<file path="src/design/segcp_pkg.sv">
// shared types, widths and helpers for the segment closest-point core
// no dependencies; every other design file imports this package
`default_nettype none

package segcp_pkg;

	// coordinate format: signed q16.16
	localparam int COORD_W = 32;
	localparam int FRAC_W  = 16;
	localparam int DIFF_W  = COORD_W + 1;
	localparam int PROD_W  = 2 * DIFF_W;
	localparam int DEN_W   = 2 * COORD_W + 2;
	localparam int NUM_W   = DEN_W + 1;
	localparam int QUO_W   = COORD_W;

	// stream payload layout, field index from the lowest bits up
	localparam int IN_FIELDS = 8;
	localparam int IN_W      = IN_FIELDS * COORD_W;
	localparam int OUT_W     = 4 * COORD_W;
	localparam int F_PX = 0;
	localparam int F_PZ = 1;
	localparam int F_SX = 2;
	localparam int F_SY = 3;
	localparam int F_SZ = 4;
	localparam int F_EX = 5;
	localparam int F_EY = 6;
	localparam int F_EZ = 7;

	localparam int DIV_STEPS = QUO_W;

	typedef logic signed [COORD_W-1:0] coord_t;
	typedef logic signed [DIFF_W-1:0]  diff_t;

	typedef enum logic [1:0] {
		REG_BEFORE = 2'd0,
		REG_END    = 2'd1,
		REG_INSIDE = 2'd2
	} region_t;

	localparam coord_t FRAC_MAX = {1'b0, {(COORD_W-1){1'b1}}};
	localparam coord_t FRAC_MIN = {1'b1, {(COORD_W-1){1'b0}}};

	// segment start and direction, carried down the whole pipeline
	typedef struct packed {
		coord_t sx;
		coord_t sy;
		coord_t sz;
		diff_t  dx;
		diff_t  dy;
		diff_t  dz;
	} seg_t;

	// front end result: |num| and den of the projection ratio
	typedef struct packed {
		seg_t               seg;
		logic               neg;
		logic               den_zero;
		logic [DEN_W-1:0]   mag;
		logic [DEN_W-1:0]   den;
	} ratio_t;

	// one divider stage
	typedef struct packed {
		seg_t               seg;
		logic               neg;
		logic               den_zero;
		logic               sat;
		logic               at_end;
		logic [DEN_W-1:0]   den;
		logic [DEN_W-1:0]   rem;
		logic [QUO_W-1:0]   bits;
	} div_st_t;

	// divider result
	typedef struct packed {
		seg_t               seg;
		logic               neg;
		logic               den_zero;
		logic               sat;
		logic               at_end;
		logic               rem_nz;
		logic [QUO_W-1:0]   quo;
	} quot_t;

	typedef struct packed {
		coord_t  near_x;
		coord_t  near_y;
		coord_t  near_z;
		coord_t  fraction;
		region_t region;
	} res_t;

	function automatic diff_t widen(input coord_t c);
		return {c[COORD_W-1], c};
	endfunction

	// one restoring step: shift in the next dividend bit, subtract if it fits
	function automatic div_st_t div_step(input div_st_t a);
		logic [DEN_W:0] t;
		logic           qb;
		div_st_t        r;
		r  = a;
		t  = {a.rem, a.bits[QUO_W-1]};
		qb = 1'b0;
		if (t >= {1'b0, a.den}) begin
			t  = t - {1'b0, a.den};
			qb = 1'b1;
		end
		r.rem  = t[DEN_W-1:0];
		r.bits = {a.bits[QUO_W-2:0], qb};
		return r;
	endfunction

endpackage

`default_nettype wire

</file>
<file path="src/design/segcp_back.sv">
// back end: fraction rounding and saturation, region, interpolated point
// depends on segcp_pkg
`default_nettype none

module segcp_back (
	input  logic             clk,
	input  logic             arst_n,
	input  logic             en,
	input  logic             in_valid,
	input  segcp_pkg::quot_t in_data,
	output logic             out_valid,
	output segcp_pkg::res_t  out_data
);
	import segcp_pkg::*;

	logic [QUO_W-1:0] q;
	logic             neg_big;
	coord_t           frac_c;
	region_t          region_c;

	logic signed [FRAC_W+DIFF_W:0] prod_x, prod_y, prod_z;

	seg_t    seg_s1, seg_s2;
	coord_t  frac_s1, frac_s2;
	region_t region_s1, region_s2;
	coord_t  offx_s2, offy_s2, offz_s2;
	logic [2:0] v_s;

	function automatic coord_t pick(input region_t r, input coord_t s, input diff_t d,
			input coord_t off);
		coord_t add;
		case (r)
			REG_BEFORE: add = '0;
			REG_END:    add = d[COORD_W-1:0];
			default:    add = off;
		endcase
		return s + add;
	endfunction

	assign q = in_data.quo;
	// ceil of a negative quotient runs past the most negative value
	assign neg_big = q[QUO_W-1] && ((|q[QUO_W-2:0]) || in_data.rem_nz);

	always_comb begin
		if (in_data.den_zero) begin
			frac_c = '0;
		end else if (in_data.sat) begin
			frac_c = in_data.neg ? FRAC_MIN : FRAC_MAX;
		end else if (in_data.neg) begin
			frac_c = neg_big ? FRAC_MIN : (~q + QUO_W'(!in_data.rem_nz));
		end else begin
			frac_c = q[QUO_W-1] ? FRAC_MAX : q;
		end

		if (in_data.den_zero) begin
			region_c = REG_INSIDE;
		end else if (in_data.neg) begin
			region_c = REG_BEFORE;
		end else if (in_data.at_end) begin
			region_c = REG_END;
		end else begin
			region_c = REG_INSIDE;
		end
	end

	// interior fraction is below one, so its low 16 bits carry all of it
	assign prod_x = $signed({1'b0, frac_s1[FRAC_W-1:0]}) * seg_s1.dx;
	assign prod_y = $signed({1'b0, frac_s1[FRAC_W-1:0]}) * seg_s1.dy;
	assign prod_z = $signed({1'b0, frac_s1[FRAC_W-1:0]}) * seg_s1.dz;

	always_ff @(posedge clk or negedge arst_n) begin
		if (!arst_n) begin
			v_s <= '0;
		end else if (en) begin
			v_s <= {v_s[1:0], in_valid};
		end
	end

	always_ff @(posedge clk) begin
		if (en) begin
			seg_s1    <= in_data.seg;
			frac_s1   <= frac_c;
			region_s1 <= region_c;

			seg_s2    <= seg_s1;
			frac_s2   <= frac_s1;
			region_s2 <= region_s1;
			offx_s2   <= prod_x[COORD_W+FRAC_W-1:FRAC_W];
			offy_s2   <= prod_y[COORD_W+FRAC_W-1:FRAC_W];
			offz_s2   <= prod_z[COORD_W+FRAC_W-1:FRAC_W];

			out_data.near_x   <= pick(region_s2, seg_s2.sx, seg_s2.dx, offx_s2);
			out_data.near_y   <= pick(region_s2, seg_s2.sy, seg_s2.dy, offy_s2);
			out_data.near_z   <= pick(region_s2, seg_s2.sz, seg_s2.dz, offz_s2);
			out_data.fraction <= frac_s2;
			out_data.region   <= region_s2;
		end
	end

	assign out_valid = v_s[2];

endmodule

`default_nettype wire

</file>
<file path="config.mk">
export PLATFORM = sky130hd
export DESIGN_NAME = segcp_back
export DESIGN_NICKNAME = d
export VERILOG_FILES = /design/src/design/segcp_pkg.sv /design/src/design/segcp_back.sv
export SDC_FILE = /design/constraint.sdc
export NUM_CORES = 2
export LEC_CHECK = 0
export BUFFER_PORTS_ARGS = -buffer_cell sky130_fd_sc_hd__buf_4
export CORE_UTILIZATION = 64
export CTS_CLUSTER_SIZE = 14
export DETAILED_ROUTE_END_ITERATION = 10
export GPL_TIMING_DRIVEN = 0
export PLACE_DENSITY = 0.85
export REMOVE_ABC_BUFFERS = 1
export SYNTH_ARGS = -nofsm -noshare
export SYNTH_HDL_FRONTEND = slang
export SYNTH_SLANG_ARGS = --single-unit
</file>
<file path="constraint.sdc">
create_clock -name clk -period 8.33 [get_ports clk]
set_input_delay 1.666 -clock clk [delete_from_list [all_inputs] [get_ports clk]]
set_output_delay 1.666 -clock clk [all_outputs]
set_load 0.03 [all_outputs]
</file>
Yosys cells after proc, flatten, opt, wreduce, memory -nomap -nowiden
Index checks and enable logic that the tools add are counted.

Register bits after elaboration: 684. Bits in latches: 0. Bits in writable memories: 0. Bits in read-only memories: 0. Bits of input ports: 236. Output and inout bits: 131. Logic and storage cells: 54. Memories kept: 0.

Add/subtract/negate cells: 4. $mul: 3. Div/mod/pow operators: 0. $lt $le $gt $ge: 0. Equality and inequality tests: 1. Shifts and indexed selects: 0. Multiplexer cells: 13. Bitwise gates (word level): 1. Reduce and logical (&&, ||, !) cells: 6.

Operators with widths (number): $mux 32 (7); $pmux 32 s2 (3); $mul 17x33->48 (3); $add 32x32->32 (3); $add 32x1->32 (1); $not 32->32 (1); $mux 31 (1); $reduce_or 31->1 (1); $mux 2 (2); $eq 2x1->1 const B (1); $logic_not 2->1 (1); $reduce_or 2->1 (1); $logic_and 1x1->1 (1); $logic_not 1->1 (1); $logic_or 1x1->1 (1).

Longest topological paths before layout
Depth after elaboration: 6. Mapped depth: 29. Mapped depth without buffers: 26.

Worst setup path after synthesis
Ideal clock, no wire load.

Path kind: reg2reg. Start point: register frac_s1[8]. End point: register offx_s2[25] (data pin). Library setup time: 0.262 ns. Arrival time: 6.538 ns. Required time: 8.068 ns. Setup slack: 1.529 ns. Cell stages (with the launch flop): 26. Buffers on the path: 3. Period minus slack after synthesis: 6.801 ns. Cell sequence: edfxtp_1 > clkbuf_1 > clkbuf_1 > clkbuf_1 > nand2_1 > fa_1 > inv_1 > fa_1 > fa_1 > fa_1 > fa_1 > inv_1 > fa_1 > inv_1 > ha_1 > a21o_1 > a21o_1 > a21oi_1 > o211ai_1 > o21bai_1 > a21o_1 > a21boi_0 > o21ai_0 > a21oi_1 > o21bai_1 > xor2_1.

Cells in the longest elaborated chain, start to end: 1.

Ends and longest elaborated chain: start: declaration (RTL line segcp_back.sv:24) `coord_t frac_s1, frac_s2;`; start signal: assignment (RTL line segcp_back.sv:82) `frac_s1 <= frac_c;`; $mul 17x33->48 (RTL line segcp_back.sv:67) `assign prod_x = $signed({1'b0, frac_s1[FRAC_W-1:0]}) * seg_s1.dx;`; net prod_x[41] (RTL line segcp_back.sv:21) `logic signed [FRAC_W+DIFF_W:0] prod_x, prod_y, prod_z;`; end signal: assignment (RTL line segcp_back.sv:88) `offx_s2 <= prod_x[COORD_W+FRAC_W-1:FRAC_W];`; end: declaration (RTL line segcp_back.sv:26) `coord_t offx_s2, offy_s2, offz_s2;`.

The timed path passes the listed nets, and every way through them passes these cells. A chain may end at the register's enable or synchronous reset.

Worst setup path after layout
Start point: register frac_s1[13]. End point: register offz_s2[27] (data pin).

Cells in the longest elaborated chain, start to end: 1.

Ends and longest elaborated chain: $mul 17x33->48 (RTL line segcp_back.sv:69) `assign prod_z = $signed({1'b0, frac_s1[FRAC_W-1:0]}) * seg_s1.dz;`; net prod_z[43] (RTL line segcp_back.sv:21); end signal: assignment (RTL line segcp_back.sv:90) `offz_s2 <= prod_z[COORD_W+FRAC_W-1:FRAC_W];`; end: declaration (RTL line segcp_back.sv:26).

The timed path passes the listed nets, and every way through them passes these cells.

==> metrics.md <==
| Metric | Value |
|---|---|
| Synth Cell Area | 78700 sq um |
| Core area | 122000 sq um |
| Vias/cell | 5.81 |
| CTS sink count | 684 |
| Die height | 353 microns |
| RSZ-0062 raised after global routing | no |
| Root buffer cell | clkbuf_16 |
| Vias in the first global route | 61400 |
| # IOs | 367 |
| Layout cells sized above 1 | 0.0787 |
| Horiz. Die Dim | 353 microns |
| Post-DRT Antenna Nets | 0 |
| Worst-path clk slew | 60 ps |
| Nets | 9825 |
| Number of synthesized flops with an enable pin | 681 |
| H-Tree Level Count | 3 |
| Final max-slew violation count | 0 |
| Max Used Layer | met5 |
| Startpoint Class | flip-flop |
| Critical path fanouts, max | 20 |
| Hold crit path type | reg -> reg |
| CTS Buffer Depth | 3 |
| Top_reg_cell synth | edfxtp_1 |
| Final global-route overflow total | 0 |
| Total die area | 124000 sq um |
| Sequential share of the synthesized area | 0.261 |
| Cell count after synthesis | 7452 |
| Syn avg cell area | 10.6 sq um |
| Starting density of the core | 0.646 |
| Initial antenna violation count | 12 |
| Total GRT Usage | 0.324 |
| Vias | 54500 |
| Fill cells | 7951 |
| Asr flop ratio synth | 0.00439 |
| Drc violations | 0 |
| Routed wire length | 193 mm |
| DR WL/cell | 20.6 microns |
| Max_slew headroom | 0.285 |
| Max frequency | 0.125 GHz |
| Largest net degree at the start of global routing | 129 |
| WP data required | 8810 ps |
| Reg2reg setup slack | 300 ps |
| Final Hold Vio Count | 0 |
| Crit path time final | 8030 ps |
| Hold WS | 414 ps |
| Layout area overhead | 11.2% |
| WP data arrival | 8510 ps |
| Crit share post-route | 0.964 |
| Total CTS buffers | 78 |
| CP Capture Type | flip-flop |
| Setup TNS | 0 ps |
| IO Port Bufs | 366 |
| Setup violators final | 0 |
| Setup slack after layout | 302 ps |
| Crit Path Class | reg -> reg |
| Final GP Congestion | 0.902 |
| Yosys reg bits | 684 |
| Status | finished clean |
| Leading cell type in the layout, fill and taps excluded | inv_1 |
| Unique masters post-synth | 69 |
| First-pass GRT wire length | 314 mm |
| Leading cell types in the layout, fill and taps excluded | 1741 x inv_1, 1470 x fa_1, 972 x nand2_1 |
| Max Cap Viol | 0 |
| Setup WS pre-CTS | -432 ps |
| Synth warnings | 0 |
| Detailed Place HPWL | 146 mm |
| Clk_skew | 48.7 ps |
| DRT Pass-1 Iters | 6 |
| M1 WL | 66.0 mm |
| Initial detailed-routing violation count | 4621 |
| Row count | 128 |
| Met3 WL | 19.2 mm |
| Clock Latency Late Sink | 740 ps |
| Measured slew at the worst slew-check pin | 1070 ps |
| CTS tree | yes |
| Metal2 WL | 97.3 mm |
[layer usage]
layer | vias up | GRT usage
met4 | 14 | 0.168
met2 | 2849 | 0.549
met1 | 27600 | 0.387
met3 | 836 | 0.0726
li1 | 23100 | -
met5 | - | 0
[what timing repair did]
item                                    CTS  global route
endpoints found under the setup margin   11            18
gates resized for setup                   2             5
hold buffers                              0             0
cloned                                    0             0
setup buffers                             6             0
[cell type report]
class | instances | area [sq um] | share of cell area
flip-flops and latches | 684 | 20500 | 0.234
repair buffers | 467 | 5220 | 0.0596
clock inverters | 50 | 628 | 0.00718
diodes | 6 | 15.0 | 0.000172
multi-input cells | 4716 | 50500 | 0.577
clock buffers | 93 | 2060 | 0.0235
well taps | 1625 | 2030 | 0.0232
inverters | 1741 | 6540 | 0.0747
[worst paths after layout]
path | cells after the start | from | end
worst max register to register | 24 | frac_s1[13]$_SDFFCE_PP0P_ | offz_s2[27]$_DFFE_PP_
min in group asynchronous | 1 | arst_n | v_s[2]$_DFFE_PN0P_
worst min register to register | 0 | frac_s2[8]$_DFFE_PP_ | out_data[10]$_DFFE_PP_
worst min-delay path | 0 | frac_s2[8]$_DFFE_PP_ | out_data[10]$_DFFE_PP_
worst max-delay path | 24 | frac_s1[13]$_SDFFCE_PP0P_ | offz_s2[27]$_DFFE_PP_
max in group asynchronous | 1 | arst_n | v_s[0]$_DFFE_PN0P_
[critical path: stages (launching register included)]
cell and delay, ps:
edfxtp_1 770, buf_16 340, buf_16 180, buf_16 160, and2_1 150, fa_1 480
inv_1 60, fa_1 540, inv_1 60, fa_1 510, fa_1 450, fa_1 490
inv_1 60, fa_1 500, inv_1 50, ha_1 330, and3_1 200, nand3_1 100
o21ai_0 520, a21oi_1 310, o21ai_1 550, a21oi_1 290, o31ai_1 350, a31oi_1 160
xnor2_1 140
[per-stage QoR]
stage,utilization,cell area (sq um),cells
floorplan,-,77600,7141
global placement,0.676,82300,9132
detailed placement,0.696,84800,9227
CTS,0.718,87500,9376
global route,0.718,87500,9380
finish,0.718,87500,9382
[state kept, by name (all words and copies together) (netlist names)]
signal / cells
frac_s1: 32
frac_s2: 32
offx_s2: 32
offy_s2: 32
offz_s2: 32
out_data: 130
region_s1: 2
region_s2: 2
seg_s1: 195
seg_s2: 192
v_s: 3
[Yosys cell counts, types with 5 or more instances]
library cell | n | share of area
o21ai_0 | 93 | 0.0059
ha_1 | 431 | 0.068
nor2b_1 | 26 | 0.0021
xor2_1 | 64 | 0.0071
and3_1 | 15 | 0.0012
nand3_1 | 33 | 0.0021
and2_1 | 707 | 0.056
xnor2_1 | 146 | 0.016
o22ai_1 | 5 | 0.00040
nor4_1 | 12 | 0.00095
a21o_1 | 80 | 0.0076
o21a_1 | 27 | 0.0026
a22o_1 | 94 | 0.010
nand2b_1 | 22 | 0.0017
nor3_1 | 44 | 0.0028
clkbuf_1 | 304 | 0.014
a21oi_1 | 146 | 0.0093
nand4_1 | 18 | 0.0014
inv_1 | 1741 | 0.083
or2_2 | 8 | 0.00064
o211ai_1 | 11 | 0.0010
fa_1 | 1470 | 0.37
nand2_1 | 972 | 0.046
o21bai_1 | 29 | 0.0028
a31oi_1 | 12 | 0.00095
or3_1 | 17 | 0.0014
o31ai_1 | 8 | 0.00076
edfxtp_1 | 681 | 0.26
a211oi_1 | 10 | 0.00095
o311ai_0 | 27 | 0.0030
nor2_1 | 124 | 0.0059
[cell families after synthesis]
group,count (synthesis),synth area share
multiplexers,3,0.000429
XOR/XNOR,210,0.0234
AND/OR/NAND/NOR,2018,0.125
buffers and inverters,2052,0.0979
AO/OA/AOI/OAI,584,0.0505
adder cells (fa/ha/maj),1901,0.442
flip-flops,684,0.261
Power is not shown: default switching activity piles up to over one toggle a cycle in this logic, so the estimate is an artifact.
