## config.mk

```make
export PLATFORM = sky130hd
export DESIGN_NAME = segcp_obuf
export DESIGN_NICKNAME = d
export VERILOG_FILES = /design/src/design/segcp_pkg.sv /design/src/design/segcp_obuf.sv
export SDC_FILE = /design/constraint.sdc
export NUM_CORES = 1
export LEC_CHECK = 0
export BUFFER_PORTS_ARGS = -buffer_cell sky130_fd_sc_hd__clkbuf_2
export CORE_ASPECT_RATIO = 0.8
export CORE_MARGIN = 10
export CORE_UTILIZATION = 52
export DETAILED_ROUTE_END_ITERATION = 8
export HOLD_SLACK_MARGIN = 0.02
export PLACE_DENSITY = 0.86
export SLEW_MARGIN = 20
export SYNTH_ARGS = -nofsm -noshare
export SYNTH_HDL_FRONTEND = slang
export SYNTH_SLANG_ARGS = --single-unit
```

## constraint.sdc

```tcl
create_clock -name clk -period 6.35 [get_ports clk]
set_clock_uncertainty 0.2 [all_clocks]
set_input_delay 0.635 -clock clk [delete_from_list [all_inputs] [get_ports clk]]
set_output_delay 0.635 -clock clk [all_outputs]
set_load 0.02 [all_outputs]
```

## src/design/segcp_pkg.sv

```systemverilog
// shared types, widths and helpers for the segment closest-point core
// no dependencies; every other design file imports this package
`default_nettype none

package segcp_pkg;

	// coordinate format: signed q16.16
	localparam int COORD_W = 32;
	localparam int FRAC_W  = 16;
	localparam int DIFF_W  = COORD_W + 1;
	localparam int PROD_W  = 2 * DIFF_W;
	localparam int DEN_W   = 2 * COORD_W + 2;
	localparam int NUM_W   = DEN_W + 1;
	localparam int QUO_W   = COORD_W;

	// stream payload layout, field index from the lowest bits up
	localparam int IN_FIELDS = 8;
	localparam int IN_W      = IN_FIELDS * COORD_W;
	localparam int OUT_W     = 4 * COORD_W;
	localparam int F_PX = 0;
	localparam int F_PZ = 1;
	localparam int F_SX = 2;
	localparam int F_SY = 3;
	localparam int F_SZ = 4;
	localparam int F_EX = 5;
	localparam int F_EY = 6;
	localparam int F_EZ = 7;

	localparam int DIV_STEPS = QUO_W;

	typedef logic signed [COORD_W-1:0] coord_t;
	typedef logic signed [DIFF_W-1:0]  diff_t;

	typedef enum logic [1:0] {
		REG_BEFORE = 2'd0,
		REG_END    = 2'd1,
		REG_INSIDE = 2'd2
	} region_t;

	localparam coord_t FRAC_MAX = {1'b0, {(COORD_W-1){1'b1}}};
	localparam coord_t FRAC_MIN = {1'b1, {(COORD_W-1){1'b0}}};

	// segment start and direction, carried down the whole pipeline
	typedef struct packed {
		coord_t sx;
		coord_t sy;
		coord_t sz;
		diff_t  dx;
		diff_t  dy;
		diff_t  dz;
	} seg_t;

	// front end result: |num| and den of the projection ratio
	typedef struct packed {
		seg_t               seg;
		logic               neg;
		logic               den_zero;
		logic [DEN_W-1:0]   mag;
		logic [DEN_W-1:0]   den;
	} ratio_t;

	// one divider stage
	typedef struct packed {
		seg_t               seg;
		logic               neg;
		logic               den_zero;
		logic               sat;
		logic               at_end;
		logic [DEN_W-1:0]   den;
		logic [DEN_W-1:0]   rem;
		logic [QUO_W-1:0]   bits;
	} div_st_t;

	// divider result
	typedef struct packed {
		seg_t               seg;
		logic               neg;
		logic               den_zero;
		logic               sat;
		logic               at_end;
		logic               rem_nz;
		logic [QUO_W-1:0]   quo;
	} quot_t;

	typedef struct packed {
		coord_t  near_x;
		coord_t  near_y;
		coord_t  near_z;
		coord_t  fraction;
		region_t region;
	} res_t;

	function automatic diff_t widen(input coord_t c);
		return {c[COORD_W-1], c};
	endfunction

	// one restoring step: shift in the next dividend bit, subtract if it fits
	function automatic div_st_t div_step(input div_st_t a);
		logic [DEN_W:0] t;
		logic           qb;
		div_st_t        r;
		r  = a;
		t  = {a.rem, a.bits[QUO_W-1]};
		qb = 1'b0;
		if (t >= {1'b0, a.den}) begin
			t  = t - {1'b0, a.den};
			qb = 1'b1;
		end
		r.rem  = t[DEN_W-1:0];
		r.bits = {a.bits[QUO_W-2:0], qb};
		return r;
	endfunction

endpackage

`default_nettype wire

```

## src/design/segcp_obuf.sv

```systemverilog
// output register with a skid slot, so the pipeline stall is registered
// depends on segcp_pkg
`default_nettype none

module segcp_obuf (
	input  logic            clk,
	input  logic            arst_n,
	input  logic            in_valid,
	input  segcp_pkg::res_t in_data,
	output logic            room,
	output logic            out_valid,
	input  logic            out_ready,
	output segcp_pkg::res_t out_data
);
	import segcp_pkg::*;

	logic out_v_q, skid_v_q;
	res_t skid_q;

	always_ff @(posedge clk or negedge arst_n) begin
		if (!arst_n) begin
			out_v_q  <= 1'b0;
			skid_v_q <= 1'b0;
		end else if (skid_v_q) begin
			if (out_ready) begin
				skid_v_q <= 1'b0;
			end
		end else if (!out_v_q || out_ready) begin
			out_v_q <= in_valid;
		end else if (in_valid) begin
			skid_v_q <= 1'b1;
		end
	end

	always_ff @(posedge clk) begin
		if (skid_v_q) begin
			if (out_ready) begin
				out_data <= skid_q;
			end
		end else if (!out_v_q || out_ready) begin
			if (in_valid) begin
				out_data <= in_data;
			end
		end else if (in_valid) begin
			skid_q <= in_data;
		end
	end

	assign room      = !skid_v_q;
	assign out_valid = out_v_q;

endmodule

`default_nettype wire

```

# Word-level counts from Yosys, hierarchy flattened
# Index checks and enable logic that the tools add are counted.
# totals
ff_bits	262
output_inout_bits	132
inputBits	134
# op_classes
n_reduce_logical	8
n_mux	8
bitwise	2
eq_ne	1
# ops
cell	count
2-to-1 mux 130 bit	4
AND reduction 3 bit	2
2-to-1 mux 1 bit	4
nonzero test 2 bit	2
logical NOT 1 bit	2
!= test 2 bit (second input constant)	1
NOT 1 bit	2
AND reduction 2 bit	1
logical OR 1 bit	1

# Logic depth before layout (Yosys ltp)
# Gate-level depths: netlist of the first run.
# depth
ltp_word	4
ltp_mapped	5
depth_no_buf	2

# Worst setup path after synthesis of the first run
# No wires, ideal clock.
# synth_path
kind	register -> register
startpoint	register skid_v_q
endpoint	register out_data[0] in the netlist's numbering, enable pin
path_slack_ns	1.836
setup_ns	0.501
arrival_time_ns	3.813
synth_period_minus_slack_ns	4.514
stages_incl_launch_ff	6
path_buffers	3
path_cell_list	dfrtp_1 > buf_6 > buf_6 > buf_6 > nor2_1 > o22a_1
# synth_between
elab_chain_cells	2
# synth_lines
element	line	source
start: declaration	segcp_obuf.sv:17	logic out_v_q, skid_v_q;
start signal: assignment	segcp_obuf.sv:23	skid_v_q <= 1'b0;
start signal: assignment	segcp_obuf.sv:26	skid_v_q <= 1'b0;
start signal: assignment	segcp_obuf.sv:31	skid_v_q <= 1'b1;
!= test 2 bit (no line) / nonzero test 2 bit (equally long branches)	n/a	
AND reduction 3 bit (no line) (*)	n/a	
end signal: assignment	segcp_obuf.sv:38	out_data <= skid_q;
end signal: assignment	segcp_obuf.sv:42	out_data <= in_data;
end: declaration	segcp_obuf.sv:13	output segcp_pkg::res_t out_data
# Mark *: on every way between the ends. The rest lies on a longest branch, timed or not.
# A chain may end at the register's enable or synchronous reset.

# Worst setup path in the final report of the first run
# layout_path
startpoint	register skid_v_q
endpoint	register out_data[128] in the netlist's numbering, enable pin
# Same word-level chain as after synthesis.

==> results of run 1 <==
==> final timing paths <==
| path | start | endpoint | slack, ps | cells past startpoint |
|---|---|---|---|---|
| setup / recovery | skid_v_q | out_data[128] | 2590 | 3 |
| hold / removal | in_data[10] | skid_q[10] | 120 | 1 |
| setup reg to reg | skid_v_q | out_data[128] | 2590 | 3 |
| hold reg to reg | skid_q[6] | out_data[6] | 340 | 1 |
| max in group asynchronous | arst_n | skid_v_q | 5590 | 2 |
| min in group asynchronous | arst_n | skid_v_q | 250 | 2 |
==> layer usage <==
layer | vias to the layer above | global-route usage (%)
li1 | 2231 | -
met1 | 2442 | 20.7
met2 | 227 | 25.8
met3 | 33 | 5.27
met4 | 0 | 4.21
met5 | - | 0
==> timing repair <==
action                                 in CTS  in global routing
hold buffers                                1                  0
buffers inserted                            0                  0
endpoints found under the hold margin       2                  0
==> report_power, final <==
| group | internal (mW) | leakage [nW] | switching, mW | total, mW |
|---|---|---|---|---|
| registers | 2.07 | 2.47 | 0.0581 | 2.13 |
| logic | 0.187 | 1.78 | 0.274 | 0.462 |
| clock network | 0.755 | 0.355 | 0.579 | 1.33 |
| total | 3.01 | 4.60 | 0.911 | 3.93 |
==> layout make-up <==
type	count	area (um^2)
Sequential cell	262	7860
Fill cell	1204	6230
Multi-Input combinational cell	137	1660
Timing Repair Buffer	272	1400
Clock buffer	30	644
Tap cell	230	288
Clock inverter	12	76.3
Inverter	1	3.75
Antenna cell	1	2.50
==> Yosys cell counts <==
cell type | number | area share, %
nand2b_1 | 1 | 0.065
inv_2 | 1 | 0.039
a22o_1 | 1 | 0.091
mux2_2 | 95 | 11
dfrtp_1 | 2 | 0.52
nor2_1 | 2 | 0.078
buf_6 | 6 | 0.70
edfxtp_1 | 260 | 81
o22a_1 | 1 | 0.091
mux2_4 | 35 | 5.5
a21oi_1 | 1 | 0.052
and4bb_2 | 1 | 0.13
buf_2 | 9 | 0.47
==> metrics by stage <==
stage | hold WS, ps | setup slack, ps | cell area [um^2]
CTS | 102 | 2620 | 11900
global placement | 221 | 2730 | 11200
finish | 124 | 2590 | 11900
global route | 108 | 2380 | 11900
floorplan | 139 | 1840 | 9620
detailed placement | 224 | 2630 | 11200
==> cells by family (layout without fill, tap and decap cells) <==
group                  Yosys count  after routing
buffers and inverters           16            315
AOI/OAI and AO/OA                3              3
and+or+nand+nor                  4              4
muxes                          130            130
other                            0              1
DFF                            262            262
==> flip-flops by register name (all words and copies together), names as in the netlist <==
register	cells
out_valid	1
skid_v_q	1
skid_q	130
out_data	130
==> worst max-delay path, cell delays in order (launching register included) <==
cell and delay, ps:
dfrtp_4 1010, buf_4 890, o22a_4 440, buf_4 630
==> results.txt, run 1 <==
- Run status: finished, final reports clean
- Measured against the total synthesized area, the mux share comes to around 17%.
- Buffers from clock root to sink, at most: 3
* Source-to-sink clock delay at the later pin of the worst-skew pair: about 500 ps
- Count of standard-cell rows: 44
- Global routing finished with a remaining overflow of 0.
- The worst setup path is launched from a register.
- After detailed routing, the met3 layer carries about 1900 um of wire.
- Leak pwr: about 4.6 nW
- Layout Area Growth over Synthesis: 24.1%
- Average vias per placed instance: ~5.2
* Core area: between 15000 and 20000 um^2
- Critical Path Sink Type: register
* Total number of vias: slightly below 5000
- Power after layout: roughly 3.9 mW
- Sequential elements use 81.7% of the synthesized area.
- Total track usage: between 15 and 20%
* Top routing layer in use: met4
* Category of the most critical setup path: reg2reg
* Crit path required time: ~6300 ps
- TritonCTS built the clock tree.
* Post-route DRC violation count: 0
* PostCTS Resize Cnt: 0
- Highest net fanout along the worst path: 71
* Antenna viol nets, final: 0
- Final Wtd Congestion: approximately 0.83
- Number of CTS-inserted buffers: 25
- Share of synthesized cell area in full adder, half adder and majority cells: 0%
- Starting density of the core: between 50% and 60%
- Arrival time of data at the critical path endpoint: approximately 3700 ps
- Final hold viol count: 0
- Max Slew Vio Count: 0
- The floorplan step defined a die boundary enclosing roughly 24000 um^2.
- In this run, synthesis produced a sequential element count of 262.
- The number of global-route vias before repair was ~5300.
- After detailed routing, the average wire length per cell comes to 21.6 um.
* Syn. warnings: 0
* Vertical die dimension: 142 um
- Final worst-path cycle share: 59.2%
- Total negative slack for setup checks: 0 ps
* # IOs: between 200 and 300
- Measured against its own limit, the worst slew margin works out to between 30% and 40%.
- The die is around 170 um wide.
- CTS root buf: clkbuf_16
* DR WL met2: around 9900 um
- The worst path needs around 3800 ps of the cycle, external delays included.
- The number of antenna violations at the first check in global routing came to 1.
- Setup repair after global routing left no endpoint under its margin.
* Clock sink count: between 200 and 300
* Layout Utilization: approximately two thirds
* Routed met1 length: 8310 um
- Avg Cell Area, Syn: roughly 23 um^2
* Netlist area before placement: a little under 10000 um^2
- Power spread over the standard cell area amounts to roughly 330 nW/um^2.
- By area, the combinational part of the netlist is dominated by multiplexers.
- Port Buffer Count: between 200 and 300
- Counting tap cells, the placed design contains a total of 900 instances.
- Maxcap violations: 0
- Setup violations remaining at the end of the flow were counted as 0.
* Clock-pin slew on the worst setup and hold paths: 60 ps
- After Yosys synthesis, and, or, nand and nor cells account for less than 1% of the synthesized area.
* Most common library cell in the layout ignoring fill and taps: clkbuf_2
* DRT iter0 DRCs: approximately 330
- Largest net degree at the start of global routing: 72
- The first TritonRoute pass finished after 5 iterations.
- The post-route netlist has between 60% and 70% of its cells at a drive strength greater than 1.
* H-Tree Depth: 1
- Hold WC Path Type: in2reg
- The finished layout holds approximately 950 standard cells, fillers aside.
* Timing-limited maximum frequency: ~0.27 GHz
- The HPWL after detailed placement is roughly 15000 um.
* XOR/XNOR share of the synthesized area: 0%
- Transition time at the pin with the least slew margin: roughly 1000 ps
* Total detailed-routing wirelength: 20500 um
- Maximum ir drop on the vdd rail: ~0.21 mV
- Synthesized instance count: 415
- Synthesis instantiated 13 different standard cells from the library.
- Counting every net in the synthesized netlist gives roughly 550.
* Commonest cells after routing, fill and taps aside: 265 x clkbuf_2, 260 x edfxtp_1, 95 x mux2_2
- Summing the areas of all compound-gate instances in the mapped netlist gives less than 1% of the synthesized area.
- Global-route wire length before repair: around 30000 um
* Number of nets in the finished design: roughly 830
Note: power is estimated with default switching activity, not from simulation.
==> inputs of run 2 (changes only) <==
--- a/config.mk
+++ b/config.mk
@@ -8,10 +8,10 @@
 export BUFFER_PORTS_ARGS = -buffer_cell sky130_fd_sc_hd__clkbuf_2
 export CORE_ASPECT_RATIO = 0.8
 export CORE_MARGIN = 10
-export CORE_UTILIZATION = 52
+export CORE_UTILIZATION = 47
 export DETAILED_ROUTE_END_ITERATION = 8
 export HOLD_SLACK_MARGIN = 0.02
-export PLACE_DENSITY = 0.86
+export PLACE_DENSITY = 0.83
 export SLEW_MARGIN = 20
 export SYNTH_ARGS = -nofsm -noshare
 export SYNTH_HDL_FRONTEND = slang
==> constraint.sdc (replaced) <==
create_clock -name clk -period 3.1 [get_ports clk]
set_clock_uncertainty 0.2 [all_clocks]
set_input_delay 0.31 -clock clk [delete_from_list [all_inputs] [get_ports clk]]
set_output_delay 0.31 -clock clk [all_outputs]
set_load 0.02 [all_outputs]
==> run 2 against run 1 <==
  * Final area increased by 13%
  * Setup slack got worse by 1700 ps
  * Die area increased by 9.2%
  * Largest power group unchanged
  * Largest cell class unchanged
  * Non-clock buffer count increased by 134
==> results.txt, run 2 (synthesis gave the netlist of run 1 again) <==
* Number of iterations in the first detailed-routing pass: 4
- Clock tree from TritonCTS: built
- Power Dens Cells: between 600 and 700 nW/um^2
* Number of nets in the finished design: 968
* Fraction of power spent switching nets: 23.1%
- Internal Pwr Total: around 6.6 mW
* Hold Worst Slack: about 320 ps
- Maxcap violations: 0
- For this run, design rule violations remaining after detail routing come to 0.
- Core area: around 20000 um^2
- The top cell types in the final layout, fill and taps aside, are 265 x clkbuf_2, 260 x edfxtp_1, 135 x dlygate4sd3_1.
* Layout Utilization: between 60% and 70%
* Critical Path Source Type: register
* Total overflow reported by the global router: 0
- Part of the power in the clock network: 36.1%
- Number of CTS-inserted buffers: 26
- Total number of vias: 5513
- Via count of the first global-routing pass: 6121
- STA puts the critical path data arrival time at between 2000 and 2500 ps.
* Total detailed-routing wirelength: 23500 um
- Once layout is complete, the cells apart from fillers number roughly 1100.
* Total negative slack for setup checks: 0 ps
- Of all nets on the critical path, the largest fanout is 36.
- VDD sags by at most 0.482 mV.
* Run status: finished, final reports clean
* Worst-case setup margin in the final layout: 927 ps
- Placed cell areas: roughly 11000 um^2
* Die area: between 20000 and 30000 um^2
* Chip Width: about 180 um
- Leak pwr: 5.24 nW
- Post-route minimum period: approximately 2200 ps
- Global-route wire length before repair: approximately 36000 um
* Buffers from clock root to sink, at most: 3
- Count of hold-fix buffers inserted at cts: between 100 and 150
- The die is 148 um tall.
* Total setup violations reported at the end of the flow: 0
- H-Tree Depth: 1
- Layout Area Growth over Synthesis: 40.3%
- Comb pwr share: 13.2%
- In this run, the number of DRC markers left after iteration 0 of detailed routing was approximately 270.
* Cell chain of the critical path: buf_4 > mux2_2
- After clock tree synthesis, the repair step resized 0 gates.
- The filler cells instantiated in the layout total ~1300.
* DPL Wire Length: ~14000 um
- In the final layout, the share of cells above drive strength 1 is between 50% and 60%.
- In this run the tool buffered the top-level ports with 265 buffer cells.
* Worst stage delay on the critical path: between 700 and 800 ps
* Category of the most critical setup path: reg2reg
- For this design the top-level I/O count stands at approximately 270.
* Starting density of the core: roughly 48%
* Hold WC Path Type: in2reg
- Antenna viol nets, final: 0
* Critical Path Sink Type: register
* RSZ-0062 raised after global routing: false
- In the final layout, the registers with the most flip-flops are out_data: 130 flops, skid_q: 130 flops.
* Relative slew slack: between 60% and 70%
- Sequential share of power: between 50% and 60%
- Number of setup buffers added after CTS: 0
* Cell area after layout: roughly 13000 um^2
- The number of antenna violations at the first check in global routing is 2.
* Crit path required time: ~3200 ps
* Power after layout: approximately 8.6 mW
- Dividing the final minimum period by the clock period gives between 70 and 80%.
- Timing-limited maximum frequency: about 0.46 GHz
* Largest net degree at the start of global routing: 70
- The number of placed instances, taps included, is 935.
- For this run, the total global-route usage over all layers was measured as around 17%.
- Final hold viol count: 0
- Source-to-sink clock delay at the later pin of the worst-skew pair: a little over 500 ps
* Switching power total: about 2.0 mW
- Leaving out fill and tap cells, the most frequent cell in the layout is clkbuf_2.
* Average vias per placed instance: 4.92
* Clock sink count: 262
- The largest individual stage delay along the critical path comes from the cell dfrtp_4.
- Final Wtd Congestion: ~0.75
* Routed wire per std cell: between 20 and 25 um
- OpenSTA, run right after detailed placement, puts the worst setup slack at between 900 and 1000 ps.
- Count of standard-cell rows: 46
* CTS root buf: clkbuf_16
- Max Slew Vio Count: 0
- Clock-pin slew was measured on the worst setup and hold paths at around 60 ps.
* Transition time at the pin with the least slew margin: 502 ps
## run 2: path summary, 6_finish.rpt
path / startpoint / to / slack [ps] / depth (start not counted)
worst min register to register: skid_q[125] / out_data[125] / 350 / 1
min in group asynchronous: arst_n / skid_v_q / 520 / 3
worst min-delay path: in_data[3] / skid_q[3] / 320 / 2
worst max register to register: skid_v_q / out_data[32] / 930 / 2
max in group asynchronous: arst_n / skid_v_q / 2040 / 3
worst max-delay path: skid_v_q / out_data[32] / 930 / 2
## run 2: critical path: cells and delay by family (launching register included)
| family | cells | cell delay (ps) |
|---|---|---|
| buf+inv | 1 | 530 |
| flops | 1 | 740 |
| mux | 1 | 400 |
## run 2: layout make-up
cell class / instances / area (um^2) / share of cell area, %
multi-input cells: 137 / 1660 / 12.3
flip-flops and latches: 262 / 7860 / 58.2
clock inverters: 12 / 106 / 0.788
clock buffers: 36 / 749 / 5.55
repair buffers: 406 / 2790 / 20.6
diodes: 2 / 5.00 / 0.0371
well taps: 264 / 330 / 2.45
inverters: 1 / 3.75 / 0.0278
## run 2: per-layer routing
| metal | track usage, % | part of all wire (%) |
|---|---|---|
| met5 | 0 | 0 |
| met3 | 5.03 | 7.6 |
| met1 | 19.9 | 39 |
| met2 | 30.3 | 52 |
| met4 | 4.50 | 2.1 |
## run 2: power groups by stage
stage / registers [mW] / logic, mW / clock network, mW
2_1_floorplan: 4.61 / 0.386 / 0
3_3_place_gp: 4.40 / 0.967 / 0
4_1_cts: 4.34 / 1.13 / 3.17
3_5_place_dp: 4.42 / 0.991 / 0
6_report: 4.35 / 1.13 / 3.10
5_1_grt: 4.37 / 1.21 / 3.32
==> inputs of run 3 (changes only) <==
--- a/config.mk
+++ b/config.mk
@@ -8,10 +8,10 @@
 export BUFFER_PORTS_ARGS = -buffer_cell sky130_fd_sc_hd__clkbuf_2
 export CORE_ASPECT_RATIO = 0.8
 export CORE_MARGIN = 10
-export CORE_UTILIZATION = 47
+export CORE_UTILIZATION = 52
 export DETAILED_ROUTE_END_ITERATION = 8
 export HOLD_SLACK_MARGIN = 0.02
-export PLACE_DENSITY = 0.83
+export PLACE_DENSITY = 0.86
 export SLEW_MARGIN = 20
 export SYNTH_ARGS = -nofsm -noshare
 export SYNTH_HDL_FRONTEND = slang
==> constraint.sdc (replaced) <==
create_clock -name clk -period 2.1 [get_ports clk]
set_clock_uncertainty 0.2 [all_clocks]
set_input_delay 0.21 -clock clk [delete_from_list [all_inputs] [get_ports clk]]
set_output_delay 0.21 -clock clk [all_outputs]
set_load 0.02 [all_outputs]
==> run 3 against run 2 <==
  * Setup slack lost 770 ps
  * Utilization rose by 6.3 points
  * First-iteration DRC count is 0.36% higher
  * Routed wire length is 4.0% higher
  * Global-route usage up 2.3 points
  * Non-clock buffer count rose by 2
  * Critical path depth increased by 2
  * Combinational power rose by 52%
  * Final cell count shrank 3.0%
  * Highest routed layer unchanged
==> results.txt, run 3 (synthesis gave the netlist of run 1 again) <==
* Timing-limited maximum frequency: ~0.52 GHz
- PostCTS Resize Cnt: 0
- Summing internal, switching and leakage power gives 12.5 mW.
- In the layout the commonest cells are 265 x clkbuf_2, 260 x edfxtp_1, 135 x dlygate4sd3_1.
* Most common library cell in the layout ignoring fill and taps: clkbuf_2
- In the routed layout, each cell is associated on average with a via count of 5.15.
- Max Slew Vio Count: 0
* RSZ-0062 raised after global routing: false
* Number of iterations in the first detailed-routing pass: 4
* Clock tree from TritonCTS: built
* DRT iter0 DRCs: 275
- Final hold viol count: 0
- CP max-delay cell: dlygate4sd3_1
* Layout Area Growth over Synthesis: 39.5%
- Clock-pin slew on the worst setup and hold paths: 60 ps
- Via count of the first global-routing pass: around 6200
- Of all nets on the critical path, the largest fanout is 29.
* Antenna viol nets, final: 0
* Arrival time of data at the critical path endpoint: between 2000 and 2500 ps
* Leak pwr: between 5 and 6 nW
- H-Tree Depth: 1
- In the final layout, the registers with the most flip-flops are out_data: 130 flops, skid_q: 130 flops.
- Hold WC Path Type: in2reg
- Crit path required time: around 2400 ps
* Die area: between 20000 and 25000 um^2
* # IOs: ~270
- At the pin with the least slew margin, the transition time is around 560 ps.
- Cell chain of the critical path: buf_4 > a21oi_1 > nor2_1 > dlygate4sd3_1
- After global routing the overflow that remains totals 0.
- Power Dens Cells: just over 900 nW/um^2
- In the global route stage, overall resource usage came out at slightly below 20%.
- Total negative slack for setup checks: 0 ps
- Critical Path Sink Type: register
- Across the run, the number of max-cap violations was 0.
* Port Buffer Count: 265
* Number of nets in the finished design: a little under 1000
* Vertical die dimension: approximately 140 um
- Largest net degree at the start of global routing: 72
- Headroom to the max-slew limit came out at 62.5%.
- After detailed routing, the average wire length per cell comes to 22.5 um.
- On the worst path, the slowest cell contributes a delay of around 550 ps.
- Buffers from clock root to sink, at most: 3
* Final Wtd Congestion: 0.800
- Clock tree synthesis found a total of between 200 and 300 sinks.
- Summing over every cut layer, the via total after detailed routing is 5597.
- The final layout contains routed wiring with a total length of between 20000 and 25000 um.
* Starting density of the core: between 50 and 60%
- For the worst-skew pair, the clock arrives at the later sink with an insertion delay of 510 ps.
* Initial antenna violation count: 1
- The flow ran to the end, and the final reports show no timing, DRC or antenna violations.
- For this run, design rule violations remaining after detail routing come to 0.
- The HPWL after detailed placement is 14800 um.
* Category of the most critical setup path: reg2reg
* Global-route wire length before repair: roughly 37000 um
- Post-route minimum period: 1940 ps
- The number of clock buffers added by TritonCTS is 26.
- Broken down by cell family, the worst path's largest delay share belongs to buffers and inverters.
- Critical Path Source Type: register
- CTS root buf: clkbuf_16
* Share of post-route cells with drive strength above 1: between 50% and 60%
- Counting both buffers and inverters, the worst setup path holds a total of 2.
- Chip Width: about 170 um
- Layout Utilization: ~74%
- Dividing the final minimum period by the clock period gives between 90 and 100%.
- VDD sags by at most around 0.81 mV.
- Fill cell instance count of the final layout: about 1000
* Core area: 18200 um^2
- Count of standard-cell rows: 44
- Total setup violations reported at the end of the flow: 0
run 3: per-layer routing:
metal | track usage, % | part of all wire [%] | wire length (um)
met5 | 0 | 0 | 0
met4 | 4.80 | 2.0 | 479
met3 | 6.65 | 9.1 | 2220
met2 | 34.0 | 51 | 12500
met1 | 22.1 | 38 | 9230
run 3: through the flow:
stage	hold slack, ps	cells	area [um^2]	setup WS (ps)
after floorplan	-286	415	9640	-543
after global placement	-200	903	11300	303
after detailed placement	-202	903	11300	256
after CTS	198	1085	13400	164
after global routing	219	1086	13400	83.0
final	229	1086	13400	159
run 3: where the power goes:
group,switching (mW),internal [mW]
clock network,1.88,2.46
logic,0.966,0.751
registers,0.134,6.26
total,2.98,9.48
run 3: layout make-up:
type                            count  area [um^2]  area share [%]
Antenna cell                        1         2.50          0.0187
Clock buffer                       32          694            5.18
Clock inverter                     15         95.1           0.709
Inverter                            1         3.75          0.0280
Multi-Input combinational cell    137         1660            12.4
Sequential cell                   262         7860            58.6
Tap cell                          230          288            2.14
Timing Repair Buffer              408         2810            21.0
run 3: path summary, 6_finish.rpt:
kind                        startpoint     endpoint  slack [ps]  cells after the start
max in group asynchronous       arst_n     skid_v_q        1170                      3
setup reg to reg              skid_v_q     skid_v_q         160                      4
hold / removal             in_data[17]   skid_q[17]         230                      2
hold reg to reg              skid_q[7]  out_data[7]         350                      1
min in group asynchronous       arst_n     skid_v_q         390                      3
setup / recovery              skid_v_q     skid_v_q         160                      4
run 3: repair_timing:
action,CTS,global route
buffers inserted,0,0
endpoints found under the setup margin,0,0
hold endpoints to repair,264,0
hold buffers,135,0
run 3: worst reg2reg max path: stages (launching register included):
cell and delay (ps):
dfrtp_4 480, buf_4 470, a21oi_1 80, nor2_1 100, dlygate4sd3_1 550
